===== src/rtl/rlt_ram.sv =====
`default_nettype none

module rlt_ram #(
  parameter int WIDTH = 8,
  parameter int DEPTH = 64,
  localparam int AW = (DEPTH > 1) ? $clog2(DEPTH) : 1
) (
  input  wire logic             clk,
  input  wire logic             we,
  input  wire logic [AW-1:0]    waddr,
  input  wire logic [WIDTH-1:0] wdata,
  input  wire logic             re,
  input  wire logic [AW-1:0]    raddr,
  output logic      [WIDTH-1:0] rdata
);

  logic [WIDTH-1:0] mem [DEPTH];

  // One write port and one registered read port; read data holds while re is low.
  always_ff @(posedge clk) begin
    if (we) begin
      mem[waddr] <= wdata;
    end
    if (re) begin
      rdata <= mem[raddr];
    end
  end

endmodule

`default_nettype wire


===== config.mk =====
export PLATFORM = sky130hd
export DESIGN_NAME = rlt_ram
export DESIGN_NICKNAME = d
export VERILOG_FILES = /design/src/rtl/rlt_ram.sv
export SDC_FILE = /design/constraint.sdc
export NUM_CORES = 1
export LEC_CHECK = 0
export ABC_AREA = 1
export BUFFER_PORTS_ARGS = -buffer_cell sky130_fd_sc_hd__buf_4
export CAP_MARGIN = 20
export CORE_MARGIN = 4
export CORE_UTILIZATION = 55
export CTS_CLUSTER_SIZE = 20
export DETAILED_ROUTE_END_ITERATION = 7
export PLACE_DENSITY = 0.76
export SLEW_MARGIN = 20
export SYNTH_ARGS = -nofsm -noshare
export SYNTH_HDL_FRONTEND = slang
export SYNTH_SLANG_ARGS = --single-unit

===== constraint.sdc =====
create_clock -name clk -period 6.5 [get_ports clk]
set_clock_uncertainty 0.2 [all_clocks]
set_input_delay 1.3 -clock clk [delete_from_list [all_inputs] [get_ports clk]]
set_output_delay 1.3 -clock clk [all_outputs]
set_load 0.005 [all_outputs]

==> results of run 1 <==
==> logic make-up (layout without fill, tap and decap cells) <==
group | after synthesis | after routing | share of synthesized area [%]
DFF | 520 | 520 | 72.9
buffers and inverters | 125 | 147 | 4.01
and+or+nand+nor | 1160 | 1160 | 23.1
==> path summary, 6_finish.rpt <==
kind                             end  slack, ps  cells past startpoint            startpoint
setup / recovery  rdata[3]$_DFFE_PP_       2880                     10              raddr[1]
hold / removal    rdata[4]$_DFFE_PP_        700                      8   mem[0][4]$_DFFE_PP_
hold reg to reg   rdata[4]$_DFFE_PP_        700                      8   mem[0][4]$_DFFE_PP_
setup reg to reg  rdata[4]$_DFFE_PP_       4790                      8  mem[35][4]$_DFFE_PP_
==> synthesized netlist by cell type, drive strengths merged <==
library cell,number
buf,98
clkbuf,15
edfxtp,520
inv,12
nand2,648
nand3,439
nand4,9
nor2,56
nor4,8
==> sequential cells by signal, indices dropped and copies added, names as in the netlist <==
name,flops
mem,512
rdata,8
==> stage by stage <==
step	instance area, um^2	utilization, %	power, mW
floorplan	21400	-	4.06
global placement	21600	56.1	4.20
detailed placement	21600	56.1	4.21
CTS	23300	60.4	7.11
global route	23300	60.4	7.31
finish	23300	60.4	7.10
==> layout make-up <==
class                           count  share of cell area [%]
Inverter                           12                   0.226
Clock buffer                       64                    5.69
Sequential cell                   520                    67.0
Tap cell                          518                    2.78
Timing Repair Buffer               44                    1.60
Clock inverter                     27                    1.44
Multi-Input combinational cell   1160                    21.2
==> cell usage in the layout (no fill, tap or decap), types with 7 or more instances in the layout <==
cell,count
buf_4,40
bufinv_16,8
clkbuf_1,13
clkbuf_16,51
clkinv_1,8
clkinv_2,7
edfxtp_1,520
inv_1,9
nand2_1,648
nand3_1,439
nand4_1,9
nor2_1,56
nor4_1,8
==> worst register-to-register path, stage by stage (launching register included) <==
cell	delay (ps)
edfxtp_1	370
nand2_1	80
nand3_1	90
nand3_1	150
nand2_1	100
nand2_1	70
nand3_1	130
nand3_1	210
nand2_1	80
==> layer usage <==
| metal | wire, um | up-vias |
|---|---|---|
| li1 | - | 6311 |
| met1 | 19800 | 6707 |
| met2 | 23800 | 776 |
| met3 | 5210 | 127 |
| met4 | 1630 | 2 |
| met5 | 14 | - |
==> power breakdown <==
| part | internal, mW | total [mW] | switching, mW |
|---|---|---|---|
| registers | 3.72 | 3.73 | 0.0129 |
| clock network | 1.76 | 2.95 | 1.19 |
| logic | 0.100 | 0.414 | 0.314 |
| total | 5.57 | 7.10 | 1.52 |
==> impl_metrics.csv, run 1 <==
group,metric,value,unit
cells_and_area,fin_nets,1811,
timing,post-route-period-util,55.7,%
synth,syn_avg_cell_area,11.9,um^2
global_routing,gr-usage-met1,33.8,%
routing,wirelength,50400,um
routing,drtAntennaViolNets,0,
worst_setup_path,cp.arrival,3860,ps
synth,yosys_warnings,0,
synth,synth.distinct_cells,15,
routing,drt_iter0_drc,1708,
timing,drv_slew,0,
global_routing,grt-busiest-layer,"met2",
clock_network,cts_sinks,520,
timing,layout_setup_ws,2880,ps
floorplanning,start_util,55.6,%
place,gp_congestion,0.878,
timing,worst_hold_slack,696,ps
pwr,power_per_cell_area,305,nW/um^2
routing,wl_per_cell,21.5,um
global_routing,gr-total-overflow,0,
cells_and_area,fill_cells,2971,
synth,yosys.area.top_type,"edfxtp_1",
global_routing,met2_usage,37.8,%
floorplanning,dieArea,42200,um^2
pwr,vdd_ir_drop_max,0.230,mV
clock_network,clk_latency,570,ps
worst_setup_path,worstPathCellList,"buf_4 > inv_4 > buf_12 > nand3_1 > nand3_1 > nand2_1 > nand2_1 > nand3_1 > nand3_1 > nand2_1",
place,pre_cts_ws,2360,ps
clock_network,post_cts_buffers,0,
global_routing,antenna_found_initial,1,
clock_network,htree_levels,2,
timing,worst_slew_pin_slew,1060,ps
cells_and_area,diodes,0,
floorplanning,die_h,205,um
floorplanning,core-area,38600,um^2
global_routing,first_global_vias,13500,
clock_network,cts_resized,0,
floorplanning,ios,31,
pwr,cellLeakagePower,8.29,nW
worst_setup_path,critPathBufInv,3,
clock_network,cts_buffers,50,
worst_setup_path,worstPathRequired,6740,ps
worst_setup_path,crit_path_frequent_cell,"nand3_1",
cells_and_area,regArea,15600,um^2
status,status,"finished clean",
worst_setup_path,startpoint_type,"primary input",
worst_setup_path,slowest_stage,"buf_4",
timing,setup-tns-final,0,ps
global_routing,grt_pass1_wl,77300,um
synth,ys_top_cells_by_area,"edfxtp_1 (73%), nand2_1 (11%), nand3_1 (10%), buf_6 (1.8%), nor2_1 (0.98%)",
min_path,hp-class,"reg -> reg",
place,dp.cells,2254,
timing,grt_setup_unrepaired,"no",
synth,syn_area,21400,um^2
timing,finalCriticalPeriod,3620,ps
global_routing,grt_use_total,23.9,%
routing,drt-pass1-iter-count,6,
routing,vias,13900,
flow_run,drv_cap,0,
place,io_buffers,30,
cells_and_area,multi_input_area,4950,um^2
routing,route.detailed.drc,0,
global_routing,grtUsageMet3,4.68,%
place,dp_hpwl,27700,um
clock_network,clockRootBuffer,"clkbuf_16",
timing,max-slew-margin-rel,29.1,%
worst_setup_path,crit_path_max_incr_delay,630,ps
worst_setup_path,cp_max_fo,85,
floorplanning,num_rows,72,
cells_and_area,area_growth,8.76,%
timing,hold_violations,0,
timing,setup_viol,0,
global_routing,grt_max_degree,185,
clock_network,clock_path_buffers,3,
worst_setup_path,endpoint_kind,"flip-flop",
timing,max_freq,276,MHz
worst_setup_path,worstSetupPathType,"in -> reg",
synth,ys_seq_area_share,72.9,%
synth,synth_seq_cells,520,
floorplanning,die_x,205,um
synth,synth_nets,1828,
clock_network,tritoncts,"built",
cells_and_area,drive_gt1_share,6.40,%
routing,viasPerCell,5.94,
cells_and_area,stdcell_count,2345,
synth,syn_inst,1805,
worst_setup_path,cp_top_family,"buffers and inverters",
clock_network,postCtsHoldBufs,0,
synth,synth_top_area_share,72.9,%
clock_network,path_clk_slew,60,ps
(Power assumes the default switching activity.)
==> run 2: changes to the inputs <==
Clock period 6.5 ns to 3.5 ns, I/O delays scaled along.
==> impl_metrics.csv, run 2 (synthesis gave the netlist of run 1 again) <==
group,metric,value,unit
timing,worst_hold_slack,270,ps
clock_network,path_clk_slew,60,ps
cells_and_area,fin_nets,1875,
pwr,p_total,12.7,mW
pwr,seq_power_share,54.4,%
clock_network,htree_levels,2,
timing,max_freq,422,MHz
cells_and_area,largest-register,"mem",
worst_setup_path,worstPathRequired,3630,ps
clock_network,clk_latency,580,ps
clock_network,cts_resized,0,
pwr,power.share.switching,22.1,%
place,gp_congestion,0.865,
clock_network,post_cts_buffers,0,
worst_setup_path,cp.arrival,2490,ps
clock_network,clockRootBuffer,"clkbuf_16",
worst_setup_path,worstSetupPathType,"in -> reg",
worst_setup_path,startpoint_type,"primary input",
cells_and_area,mostFrequentLayoutCells,"nand2_1 (648), edfxtp_1 (520), nand3_1 (439)",
floorplanning,ios,31,
min_path,min_from,"re",
routing,drtAntennaViolNets,0,
pwr,intPower,9.91,mW
cells_and_area,top_regs,"mem: 512 flops, rdata: 8 flops",
cells_and_area,area_growth,10.7,%
cells_and_area,postLayoutCoreUtil,61.5,%
status,status,"finished clean",
floorplanning,num_rows,72,
pwr,cellLeakagePower,8.60,nW
floorplanning,start_util,55.6,%
cells_and_area,largest_reg_flops,512,
clock_network,tritoncts,"built",
floorplanning,die_x,205,um
worst_setup_path,endpoint_kind,"flip-flop",
floorplanning,core-area,38600,um^2
timing,post-route-period-util,67.6,%
timing,worst_slew_pin_slew,1090,ps
clock_network,cts_sinks,520,
pwr,clock_power_share,39.2,%
global_routing,gr-total-overflow,0,
timing,drv_slew,0,
cells_and_area,mostFrequentLayoutCell,"nand2_1",
timing,max-slew-margin-rel,27.4,%
timing,finalCriticalPeriod,2370,ps
cells_and_area,drive_gt1_share,9.33,%
worst_setup_path,reg2reg_slack,1690,ps
pwr,combPwrFrac,6.4,%
timing,hold_violations,0,
pwr,p_sw,2.81,mW
clock_network,postCtsHoldBufs,0,
timing,setup-tns-final,0,ps
floorplanning,die_h,205,um
routing,route.detailed.drc,0,
routing,wl_per_cell,21.8,um
pwr,vdd_ir_drop_max,0.428,mV
worst_setup_path,cp_max_fo,56,
routing,vias,14200,
cells_and_area,diodes,0,
min_path,hp-class,"in -> reg",
global_routing,grt_use_total,25.0,%
routing,drt_iter0_drc,2218,
clock_network,clock_path_buffers,3,
flow_run,drv_cap,0,
worst_setup_path,cp-startpoint,"raddr[1]",
place,dp_hpwl,29500,um
floorplanning,dieArea,42200,um^2
worst_setup_path,r2r_start,"mem[50][7]$_DFFE_PP_",
routing,wirelength,52300,um
global_routing,grt_pass1_wl,80400,um
global_routing,grt_max_degree,161,
routing,drt-pass1-iter-count,5,
cells_and_area,fill_cells,2924,
global_routing,antenna_found_initial,1,
place,io_buffers,30,
pwr,power_per_cell_area,537,nW/um^2
global_routing,first_global_vias,13800,
timing,setup_viol,0,
timing,grt_setup_unrepaired,"no",
clock_network,cts_buffers,51,
routing,viasPerCell,5.90,
[run 2: worst paths after layout]
kind / endpoint / cells past startpoint
min reg2reg: rdata[1]$_DFFE_PP_ / 8
max reg2reg: rdata[7]$_DFFE_PP_ / 8
min: rdata[0]$_DFFE_PP_ / 1
max: rdata[5]$_DFFE_PP_ / 10
[run 2: power groups by stage]
| stage | Clock, mW | Sequential, mW | Combinational [mW] |
|---|---|---|---|
| 2_1_floorplan | 0 | 7.05 | 0.485 |
| 3_3_place_gp | 0 | 7.06 | 0.781 |
| 3_5_place_dp | 0 | 7.06 | 0.794 |
| 4_1_cts | 5.05 | 6.93 | 0.802 |
| 5_1_grt | 5.34 | 6.93 | 0.885 |
| 6_report | 4.99 | 6.93 | 0.810 |
[run 2: cell type report]
cell class	instances	area [um^2]	share of cell area (%)
well taps	518	648	2.73
repair buffers	107	957	4.04
flip-flops and latches	520	15600	65.9
inverters	12	52.6	0.222
clock buffers	58	1300	5.49
clock inverters	30	191	0.807
multi-input cells	1160	4950	20.9
[run 2: per-layer routing]
layer / global-route usage, % / share of wire [%] / vias to the layer above / wire, um
met2: 38.9 / 47 / 786 / 24600
li1: - / - / 6449 / -
met4: 10.2 / 4.0 / 2 / 2110
met5: 0 / 0.015 / - / 8
met1: 35.6 / 39 / 6817 / 20200
met3: 4.49 / 10 / 145 / 5340
[run 2: through the flow]
step                      setup WS [ps]  instance area (um^2)  cells
after CTS                          1220                 23700   2405
after global routing               1080                 23700   2405
after floorplan                     834                 21400   1805
after detailed placement            623                 22200   2317
final                              1130                 23700   2405
after global placement              665                 22200   2317
[run 2: critical path, cell delays in order]
cell and delay, ps:
buf_4 200, inv_4 330, buf_12 300, nand3_1 170
nand3_1 120, nand2_1 120, nand2_1 120, nand3_1 110
nand3_1 150, nand2_1 90
==> run 3: changes to the inputs <==
Settings changed: PLACE_DENSITY 0.76 to 0.79.
Clock period 3.5 ns to 1.93 ns, I/O delays scaled along.
==> impl_metrics.csv, run 3 (synthesis gave the netlist of run 1 again) <==
group,metric,value,unit
floorplanning,core-area,38600,um^2
timing,grt_setup_unrepaired,"no",
floorplanning,start_util,55.6,%
timing,max_freq,555,MHz
global_routing,grt_max_degree,65,
pwr,cellLeakagePower,9.05,nW
timing,worst_slew_pin_slew,761,ps
worst_setup_path,r2r_start,"mem[37][2]$_DFFE_PP_",
global_routing,antenna_found_initial,0,
worst_setup_path,worstPathCellList,"buf_4",
worst_setup_path,cp_top_family,"flip-flops",
worst_setup_path,cp_max_fo,1,
worst_setup_path,startpoint_type,"flip-flop",
floorplanning,dieArea,42200,um^2
pwr,p_sw,5.10,mW
routing,wirelength,53600,um
routing,drt-pass1-iter-count,5,
clock_network,path_clk_slew,60,ps
pwr,vdd_ir_drop_max,0.678,mV
global_routing,grt_use_total,25.4,%
pwr,intPower,18.5,mW
worst_setup_path,crit_path_max_incr_delay,470,ps
routing,vias,14700,
cells_and_area,largest_reg_flops,512,
worst_setup_path,rr_worst_depth,8,
pwr,clock_power_share,39.8,%
pwr,power_per_cell_area,956,nW/um^2
routing,drtAntennaViolNets,0,
flow_run,drv_cap,0,
worst_setup_path,cp.arrival,1220,ps
timing,drv_slew,0,
routing,wl_per_cell,21.6,um
global_routing,first_global_vias,14500,
floorplanning,num_rows,72,
cells_and_area,largest-register,"mem",
timing,post-route-period-util,93.4,%
worst_setup_path,cp_num_cells,1,
timing,finalCriticalPeriod,1800,ps
cells_and_area,stdcell_count,2476,
routing,viasPerCell,5.96,
cells_and_area,top_regs,"mem: 512 flops, rdata: 8 flops",
clock_network,clockRootBuffer,"clkbuf_16",
floorplanning,ios,31,
place,dp.cells,2390,
global_routing,grt_pass1_wl,82400,um
clock_network,postCtsHoldBufs,1,
worst_setup_path,reg2reg_slack,220,ps
clock_network,clk_latency,570,ps
routing,drt_iter0_drc,1768,
worst_setup_path,worstSetupPathType,"reg -> out",
timing,layout_setup_ws,127,ps
cells_and_area,mostFrequentLayoutCell,"nand2_1",
pwr,combPwrFrac,7.0,%
cells_and_area,mostFrequentLayoutCells,"nand2_1 (648), edfxtp_1 (520), nand3_1 (439)",
worst_setup_path,slowest_stage,"edfxtp_1",
clock_network,htree_levels,2,
cells_and_area,fin_nets,1949,
floorplanning,die_h,205,um
pwr,power.share.switching,21.6,%
worst_setup_path,endpoint,"rdata[2]",
worst_setup_path,critPathBufInv,1,
timing,hold_violations,0,
clock_network,cts_buffers,51,
floorplanning,die_x,205,um
place,io_buffers,30,
timing,max-slew-margin-rel,49.2,%
status,status,"finished clean",
cells_and_area,drive_gt1_share,13.7,%
global_routing,gr-total-overflow,0,
routing,route.detailed.drc,0,
clock_network,clock_path_buffers,3,
worst_setup_path,cp-startpoint,"rdata[2]$_DFFE_PP_",
clock_network,tritoncts,"built",
pwr,seq_power_share,53.2,%
clock_network,post_cts_buffers,0,
place,dp_hpwl,33100,um
worst_setup_path,worstPathRequired,1340,ps
clock_network,cts_resized,0,
cells_and_area,area_growth,15.3,%
worst_setup_path,r2r-end,"rdata[2]$_DFFE_PP_",
timing,setup_viol,0,
clock_network,cts_sinks,520,
cells_and_area,diodes,0,
min_path,hp-class,"in -> reg",
worst_setup_path,endpoint_kind,"output port",
place,pre_cts_ws,-359,ps
place,gp_congestion,0.945,
==> run 3: changes by cell type in the layout (fill, tap and decap cells not counted), sizes merged <==
| cell | delta |
|---|---|
| clkbuf | +7 |
| buf | +73 |
| bufinv | +3 |
| dlygate4sd3 | +1 |
| inv | -2 |
| clkinv | -11 |
==> run 3: cell type report <==
type                            instances  area [um^2]
Multi-Input combinational cell       1160         5060
Clock inverter                         20          219
Tap cell                              518          648
Fill cell                            2752        13900
Clock buffer                           65         1330
Inverter                               12         61.3
Sequential cell                       520        15600
Timing Repair Buffer                  181         1770
==> run 3: power by group through the flow <==
stage,clock network (mW),registers (mW),logic [mW]
3_3_place_gp,0,12.8,1.57
3_5_place_dp,0,12.8,1.61
5_1_grt,9.99,12.6,1.78
6_report,9.41,12.6,1.65
4_1_cts,9.49,12.6,1.63
2_1_floorplan,0,12.8,0.902
==> run 3: worst min-delay path by stage <==
| stage | startpoint | endpoint | slack [ps] | cells after the start |
|---|---|---|---|---|
| floorplan | wdata[0] | mem[0][0]$_DFFE_PP_ | 280 | 0 |
| global placement | re | rdata[4]$_DFFE_PP_ | 530 | 1 |
| detailed placement | re | rdata[4]$_DFFE_PP_ | 540 | 1 |
| CTS | raddr[5] | rdata[2]$_DFFE_PP_ | 40 | 3 |
| global route | raddr[5] | rdata[2]$_DFFE_PP_ | 50 | 3 |
| finish | wdata[3] | mem[41][3]$_DFFE_PP_ | 60 | 1 |
==> run 3: routing by layer <==
layer / vias up / part of all wire (%) / global-route usage (%)
met5: - / 0 / 0
met4: 0 / 4.2 / 10.1
met3: 162 / 9.1 / 3.47
met2: 874 / 49 / 42.4
met1: 7120 / 38 / 34.1
li1: 6590 / - / -
==> run 3: metrics by stage <==
| stage | util, % | hold slack (ps) | TNS (ps) | power [mW] | cell area (um^2) |
|---|---|---|---|---|---|
| finish | 64.1 | 56.7 | 0 | 23.6 | 24700 |
| global route | 64.1 | 53.8 | 0 | 24.3 | 24700 |
| CTS | 64.1 | 36.7 | 0 | 23.7 | 24700 |
| detailed placement | 60.0 | 541 | -2220 | 14.4 | 23100 |
| global placement | 60.0 | 534 | -1900 | 14.4 | 23100 |
| floorplan | - | 285 | -22520 | 13.7 | 21600 |
